[src/hdl/drot_pkg.sv]
package drot_pkg;

  typedef enum logic [2:0] {
    OP_REGISTER = 3'd0,
    OP_CLAIM    = 3'd1,
    OP_RELEASE  = 3'd2,
    OP_REVOKE   = 3'd3,
    OP_CHECK    = 3'd4,
    OP_FIND     = 3'd5
  } op_e;

  localparam logic [2:0] TYPE_MMIO   = 3'd1;
  localparam logic [2:0] TYPE_IOPORT = 3'd2;
  localparam logic [2:0] TYPE_IRQ    = 3'd3;
  localparam logic [2:0] TYPE_MSI    = 3'd4;
  localparam logic [2:0] TYPE_DMA    = 3'd5;

  localparam logic [3:0] R_INSPECT = 4'd1;
  localparam logic [3:0] R_MAP     = 4'd2;
  localparam logic [3:0] R_SIGNAL  = 4'd4;
  localparam logic [3:0] R_DMA     = 4'd8;

  typedef struct packed {
    logic [2:0]  op;
    logic [2:0]  res_type;
    logic [63:0] device_id;
    logic [63:0] base;
    logic [63:0] length;
    logic [3:0]  rights;
    logic [63:0] res_id;
    logic [63:0] process_id;
    logic [63:0] assigned_device;
    logic        is_driver;
    logic [2:0]  caps;
  } req_t;

  typedef struct packed {
    logic        ok;
    logic [63:0] new_id;
    logic [2:0]  found_type;
    logic [63:0] found_base;
    logic [63:0] found_length;
    logic [3:0]  found_rights;
    logic [63:0] found_device;
    logic [63:0] found_owner;
  } rsp_t;

  // controller to datapath
  typedef struct packed {
    logic load;      // capture request, clear scan index
    logic step;      // read slot at index
    logic eval;      // evaluate read data
    logic advance;   // increment index
    logic finish;    // form result
  } cmd_t;

  // datapath to controller
  typedef struct packed {
    logic last;      // index at final slot
    logic done;      // scan may stop early
  } sts_t;

  function automatic logic rights_fit(logic [2:0] t, logic [3:0] r);
    logic [3:0] allowed;
    allowed = 4'd0;
    case (t)
      TYPE_MMIO, TYPE_IOPORT: allowed = R_INSPECT | R_MAP;
      TYPE_IRQ, TYPE_MSI:     allowed = R_INSPECT | R_SIGNAL;
      TYPE_DMA:               allowed = R_INSPECT | R_DMA;
      default:                allowed = 4'd0;
    endcase
    return (r != 4'd0) && (allowed != 4'd0) && ((r & ~allowed) == 4'd0);
  endfunction

endpackage

[src/hdl/drot_ctrl.sv]
module drot_ctrl (
  input  logic            clk_i,
  input  logic            rst_ni,
  input  logic            in_valid_i,
  output logic            in_ready_o,
  output logic            out_valid_o,
  input  logic            out_ready_i,
  input  drot_pkg::sts_t  sts_i,
  output drot_pkg::cmd_t  cmd_o
);

  typedef enum logic [4:0] {
    S_IDLE = 5'b00001,
    S_READ = 5'b00010,
    S_EVAL = 5'b00100,
    S_DONE = 5'b01000,
    S_OUT  = 5'b10000
  } state_e;

  state_e state_q, state_d;

  always_comb begin
    state_d = state_q;
    cmd_o   = '0;
    case (state_q)
      S_IDLE: begin
        if (in_valid_i) begin
          cmd_o.load = 1'b1;
          state_d = S_READ;
        end
      end
      S_READ: begin
        cmd_o.step = 1'b1;
        state_d = S_EVAL;
      end
      S_EVAL: begin
        cmd_o.eval = 1'b1;
        if (sts_i.done || sts_i.last) begin
          state_d = S_DONE;
        end else begin
          cmd_o.advance = 1'b1;
          state_d = S_READ;
        end
      end
      S_DONE: begin
        cmd_o.finish = 1'b1;
        state_d = S_OUT;
      end
      S_OUT: begin
        if (out_ready_i) state_d = S_IDLE;
      end
      default: state_d = S_IDLE;
    endcase
  end

  assign in_ready_o  = (state_q == S_IDLE);
  assign out_valid_o = (state_q == S_OUT);

  always_ff @(posedge clk_i or negedge rst_ni) begin
    if (!rst_ni) state_q <= S_IDLE;
    else state_q <= state_d;
  end

endmodule

[config.mk]
export PLATFORM = sky130hd
export DESIGN_NAME = drot_ctrl
export DESIGN_NICKNAME = d
export VERILOG_FILES = /design/src/hdl/drot_pkg.sv /design/src/hdl/drot_ctrl.sv
export SDC_FILE = /design/constraint.sdc
export NUM_CORES = 1
export LEC_CHECK = 0
export BUFFER_PORTS_ARGS = -buffer_cell sky130_fd_sc_hd__buf_4
export CAP_MARGIN = 30
export CORE_AREA = 2 2 39 41
export CTS_BUF_LIST = sky130_fd_sc_hd__clkbuf_4 sky130_fd_sc_hd__clkbuf_8 sky130_fd_sc_hd__clkbuf_16
export DETAILED_ROUTE_END_ITERATION = 8
export DIE_AREA = 0 0 41 43
export PLACE_DENSITY = 0.52
export RECOVER_POWER = 50
export SYNTH_ARGS = -nofsm -noshare
export SYNTH_HDL_FRONTEND = slang
export SYNTH_SLANG_ARGS = --single-unit
[constraint.sdc]
create_clock -name clk_i -period 1.7 [get_ports clk_i]
set_clock_uncertainty 0.2 [all_clocks]
set_input_delay 0.255 -clock clk_i [delete_from_list [all_inputs] [get_ports clk_i]]
set_output_delay 0.255 -clock clk_i [all_outputs]
set_load 0.01 [all_outputs]
==> impl_metrics.json, run 1 <==
{
  "cts_tree": "done",
  "path_clk_slew_ns": 0.04,
  "slew_headroom": 0.8311,
  "drtPass1Iterations": 2,
  "cp-start-kind": "flip-flop",
  "synthAdderAreaFrac": 0,
  "power_frac_clock": 0.208,
  "worst_hold_slack_ns": 0.05640,
  "synthCells": 32,
  "ys.warnings.count": 0,
  "worst_pin_slew_ns": 0.2533,
  "synth_compound_area_frac": 0.1128,
  "route.detailed.drc": 0,
  "grt.total_usage": 0.1060,
  "power_frac_seq": 0.255,
  "grt.overflow.total": 0,
  "synth_fp_nets": 38,
  "synthDominantCellAreaShare": 0.3113,
  "die_area_sq_um": 1763,
  "critPathMaxFanout": 3,
  "finalSetupViolCount": 6,
  "drive_gt1_frac": 0.6429,
  "synth_top_family_by_area": "simple AND/OR/NAND/NOR gates",
  "drtIter0Drc": 2,
  "fin_crit_sh": 1.091,
  "p_sw_mw": 0.2367,
  "synthArstFlopShare": 1.000,
  "ys_seq_elements": 5,
  "grt_pass1_wl_um": 1104,
  "synthTopCellsByArea": "dfrtp_1 (31%), dfstp_2 (8.2%), or3_4 (7.0%)",
  "synth_top_area_cell": "dfrtp_1",
  "top_regs": "state_q (5)",
  "avgSynthCellArea_sq_um": 10.05,
  "wl_per_cell_um": 10.31,
  "die_h_um": 43,
  "violations": "negative setup slack",
  "grt_max_degree": 9,
  "fin_area_sq_um": 553.0,
  "cts.sinks": 5,
  "fin_ws_ns": -0.1555,
  "largest_register_ffs": 5,
  "muxShareOfSynthArea": 0,
  "p_sw_frac": 0.3211,
  "maxCapViolCount": 0,
  "power.total_mw": 0.7371,
  "p_comb_frac": 0.537,
  "slew_violations": 0,
  "chipWidth_um": 41,
  "p_leak_nw": 0.2621,
  "vias_per_cell": 4.444,
  "diodes": 0,
  "final_nets": 63,
  "dr_total_vias": 320,
  "h-tree-depth": 1,
  "largest_register": "state_q",
  "syn-cell-area_sq_um": 321.6,
  "final-hold-violation-count": 0,
  "cp-end-kind": "output pin",
  "ios": 13,
  "start_util": 0.2324,
  "place.port_buffers": 12,
  "rows": 14,
  "cts_inserted_buffers": 3,
  "hp-class": "input pin to flip-flop",
  "status": "finished, violations left",
  "placed_area_sq_um": 450.4,
  "vdd_drop_max_uv": 432.1,
  "finalCriticalPeriod_ns": 1.855,
  "ys_seq_area_frac": 0.3930,
  "synth_edf_count": 0,
  "place_ws_ns": 0.08527,
  "postLayoutCoreUtil": 0.3996,
  "crit_required_ns": 1.24,
  "rsz0062_at_grt": "yes",
  "synth-simple-area-share": 0.4358,
  "root_buffer": "clkbuf_4",
  "clk_path_buf_depth": 2,
  "finalWirelength_um": 742,
  "clk_latency_ns": 0.24,
  "yosysUniqueCellTypes": 23,
  "ys.flop_type": "dfrtp_1",
  "drtAntennaViolNets": 0,
  "area_growth_pct": 71.98,
  "antenna_found_initial": 0,
  "gp_congestion": 0.6789,
  "p_per_area_nw_per_um2": 1333,
  "synth_xor_area_frac": 0,
  "cp.arrival_ns": 1.40,
  "core_area_sq_um": 1384,
  "fmax_ghz": 0.5389,
  "synth_common_cells": "dfrtp_1 (4), nor2_1 (4), inv_1 (2), nor4_1 (2), or3_4 (2)",
  "power.internal_mw": 0.5004,
  "criticalPathCategory": "flip-flop to output pin",
  "grt_pass1_vias": 278
}
layer usage:
| layer | vias to the layer above | wire, um | global-route usage |
|---|---|---|---|
| li1 | 163 | - | - |
| met1 | 138 | 298 | 0.09477 |
| met2 | 14 | 333 | 0.1406 |
| met3 | 5 | 68 | 0.05236 |
| met4 | 0 | 42 | 0.1400 |
| met5 | - | 0 | 0 |
path summary, 6_finish.rpt:
kind,from,end,cells past startpoint,slack [ns]
max,state_q[3],cmd_o[1],4,-0.16
min,sts_i[0],state_q[3],3,0.06
max reg2reg,state_q[3],state_q[0],4,0.27
min reg2reg,state_q[4],state_q[2],2,0.38
max in group asynchronous,rst_ni,state_q[0],2,0.85
min in group asynchronous,rst_ni,state_q[2],2,0.19
worst max-delay path: stages, from the launching register on:
cell and delay (ns):
dfrtp_1 0.37, or3_4 0.40, nand2b_4 0.16, nor3_2 0.10
buf_4 0.14
what timing repair did:
item	4_1_cts	5_1_grt
resized for setup	1	6
hold endpoints to repair	5	0
hold buffers	1	0
buffers inserted	2	2
pin swaps	1	3
endpoints found under the setup margin	6	7
metrics by stage:
stage / cells / setup TNS (ns)
after CTS: 70 / -0.6226
after global placement: 63 / 0
after global routing: 72 / -1.089
after detailed placement: 63 / 0
after floorplan: 32 / 0
final: 72 / -0.6320
kinds of logic (layout without fill, tap and decap cells):
| family | after synthesis | count (layout) |
|---|---|---|
| flops | 5 | 5 |
| compound gates | 5 | 5 |
| buf+inv | 3 | 27 |
| simple gates | 19 | 19 |
cells in the final DEF, fill, tap and decap left out:
cell type      synthesis  routed
nor3b_2                1       1
inv_1                  2       2
buf_6                  1       1
nor3b_1                1       1
nand2b_4               1       2
nand2_1                1       1
nor3_2                 1       2
dlygate4sd3_1          0       1
nor4_4                 0       1
dfstp_2                1       1
a31oi_1                1       1
buf_4                  0      18
o211ai_1               1       1
or3b_1                 1       1
nor4_1                 2       1
or3_4                  2       2
a21oi_2                1       1
nor2_1                 4       3
nor2_2                 1       2
dfrtp_1                4       4
o21ai_0                1       1
or2b_4                 0       1
clkbuf_1               0       1
and2b_1                1       1
clkbuf_4               0       4
a2bb2oi_1              1       1
final cells by class:
class                      instances  area (sq um)
sequential                         5         126.4
tap                               16         20.02
fill                             157         830.8
timing repair buffer              21         160.2
multi-input combinational         24         209.0
inverter                           2         7.507
clock buffer                       4         30.03
power groups by stage:
stage | clock network [mW] | logic (mW) | registers (mW)
6_report | 0.153 | 0.396 | 0.188
3_5_place_dp | 0 | 0.282 | 0.193
4_1_cts | 0.161 | 0.322 | 0.187
5_1_grt | 0.166 | 0.431 | 0.196
3_3_place_gp | 0 | 0.284 | 0.194
2_1_floorplan | 0 | 0.191 | 0.183
(Power assumes the default switching activity.)
==> inputs of run 2 (changes only) <==
--- a/config.mk
+++ b/config.mk
@@ -12,7 +12,7 @@
 export DETAILED_ROUTE_END_ITERATION = 8
 export DIE_AREA = 0 0 41 43
 export PLACE_DENSITY = 0.52
-export RECOVER_POWER = 50
+export RECOVER_POWER = 100
 export SYNTH_ARGS = -nofsm -noshare
 export SYNTH_HDL_FRONTEND = slang
 export SYNTH_SLANG_ARGS = --single-unit
==> run 2 against run 1 <==
Net effect:
- the run still ends with negative setup slack left
- sequential share of layout area did not move
- register-to-register slack is essentially flat
- final area stayed put
- sequential power shrank 2%
- critical endpoint unchanged
==> impl_metrics.json, run 2 (synthesized netlist as in run 1, its figures left out) <==
{
  "layout_commonest_cell": "buf_4",
  "crit_required_ns": 1.24,
  "die_area_sq_um": 1763,
  "multi_input_area_sq_um": 209.0,
  "status": "finished, violations left",
  "crit_path_max_incr_delay_ns": 0.40,
  "dr_total_vias": 321,
  "cp.depth": 4,
  "critPathMaxFanout": 3,
  "nFillCells": 157,
  "placed_area_sq_um": 450.4,
  "cts.sinks": 5,
  "instances_no_fill": 72,
  "whs_path_depth": 3,
  "hp-class": "input pin to flip-flop",
  "area_growth_pct": 71.98,
  "cp_slowest_cell": "or3_4",
  "antenna_found_initial": 0,
  "final-hold-violation-count": 0,
  "criticalPathCategory": "flip-flop to output pin",
  "slew_headroom": 0.8310,
  "core_area_sq_um": 1384,
  "placed_cells": 63,
  "largest_register_ffs": 5,
  "finalSetupViolCount": 7,
  "maxCapViolCount": 0,
  "p_leak_nw": 0.2608,
  "cts_inserted_buffers": 3,
  "final_nets": 63,
  "violations": "negative setup slack",
  "final_cell_mix": "buf_4 (17), clkbuf_4 (5), dfrtp_1 (4), nor2_1 (3)",
  "rsz0062_at_grt": "yes",
  "register_area_sq_um": 126.4,
  "vdd_drop_max_uv": 431.8,
  "cp-start-kind": "flip-flop",
  "path_cells": "or3_4 > nand2b_4 > nor3_2 > buf_4",
  "grt_pass1_wl_um": 1104,
  "worst_pin_slew_ns": 0.2535,
  "cp-end-kind": "output pin",
  "vias_per_cell": 4.458,
  "cp_top_family": "simple AND/OR/NAND/NOR gates",
  "drtIter0Drc": 2,
  "grt_max_degree": 9,
  "critPathBufInv": 1,
  "cts_tree": "done",
  "finalWirelength_um": 739,
  "route.detailed.drc": 0,
  "fin_ws_ns": -0.1554,
  "root_buffer": "clkbuf_4",
  "diodes": 0,
  "place.port_buffers": 12,
  "die_h_um": 43,
  "fmax_ghz": 0.5390,
  "worstRegToRegCells": 4,
  "drive_gt1_frac": 0.6250,
  "place_ws_ns": 0.08527,
  "grt.overflow.total": 0,
  "grt_pass1_vias": 278,
  "clk_latency_ns": 0.24,
  "drtAntennaViolNets": 0,
  "start_util": 0.2324,
  "finalCriticalPeriod_ns": 1.855,
  "clk_path_buf_depth": 2,
  "wl_per_cell_um": 10.26,
  "h-tree-depth": 1,
  "slew_violations": 0,
  "fin_area_sq_um": 553.0,
  "drtPass1Iterations": 2,
  "largest_register": "state_q",
  "cp.arrival_ns": 1.40,
  "path_clk_slew_ns": 0.04,
  "top_regs": "state_q (5)",
  "rows": 14,
  "fin_crit_sh": 1.091,
  "gp_congestion": 0.6789,
  "postLayoutCoreUtil": 0.3996,
  "chipWidth_um": 41,
  "ios": 13,
  "p_per_area_nw_per_um2": 1324,
  "tns_ns": -0.6954,
  "grt.total_usage": 0.1060
}
run 2: path summary, 6_finish.rpt:
kind,start,end,slack (ns)
max,state_q[3],cmd_o[1],-0.16
min,sts_i[0],state_q[3],0.06
max reg2reg,state_q[3],state_q[0],0.27
min reg2reg,state_q[4],state_q[2],0.38
max in group asynchronous,rst_ni,state_q[0],0.85
min in group asynchronous,rst_ni,state_q[2],0.19
run 2: what timing repair did:
action                     4_1_cts  5_1_grt
gates resized for setup          1        6
setup endpoints to repair        6        7
hold endpoints to repair         5        0
setup buffers                    2        2
pin swaps                        1        3
hold buffers                     1        0
run 2: routing by layer:
layer	vias to the layer above	wire length [um]	GRT usage
met5	-	0	0
met4	0	42	0.1400
met3	5	68	0.05236
met2	14	335	0.1406
met1	139	293	0.09477
li1	163	-	-
run 2: cell type report:
type,instances,area share
Inverter,2,0.01357
Sequential cell,5,0.2285
Timing Repair Buffer,21,0.2896
Clock buffer,4,0.05430
Tap cell,16,0.03620
Multi-Input combinational cell,24,0.3778
run 2: stage by stage:
stage	hold slack, ns	total power [mW]
after global routing	0.07819	0.7889
after global placement	-0.1419	0.4782
after detailed placement	-0.1422	0.4752
after CTS	0.05338	0.6705
after floorplan	-0.2406	0.3746
final	0.05645	0.7323
run 2: power breakdown:
| group | leakage (nW) | total (mW) | internal, mW | switching, mW |
|---|---|---|---|---|
| logic | 0.178 | 0.395 | 0.237 | 0.158 |
| clock network | 0.0184 | 0.153 | 0.105 | 0.0487 |
| registers | 0.0642 | 0.184 | 0.154 | 0.0296 |
run 2: worst min-delay path: stages:
cell,delay [ns]
buf_4,0.09
nor2_1,0.05
nor2_2,0.06
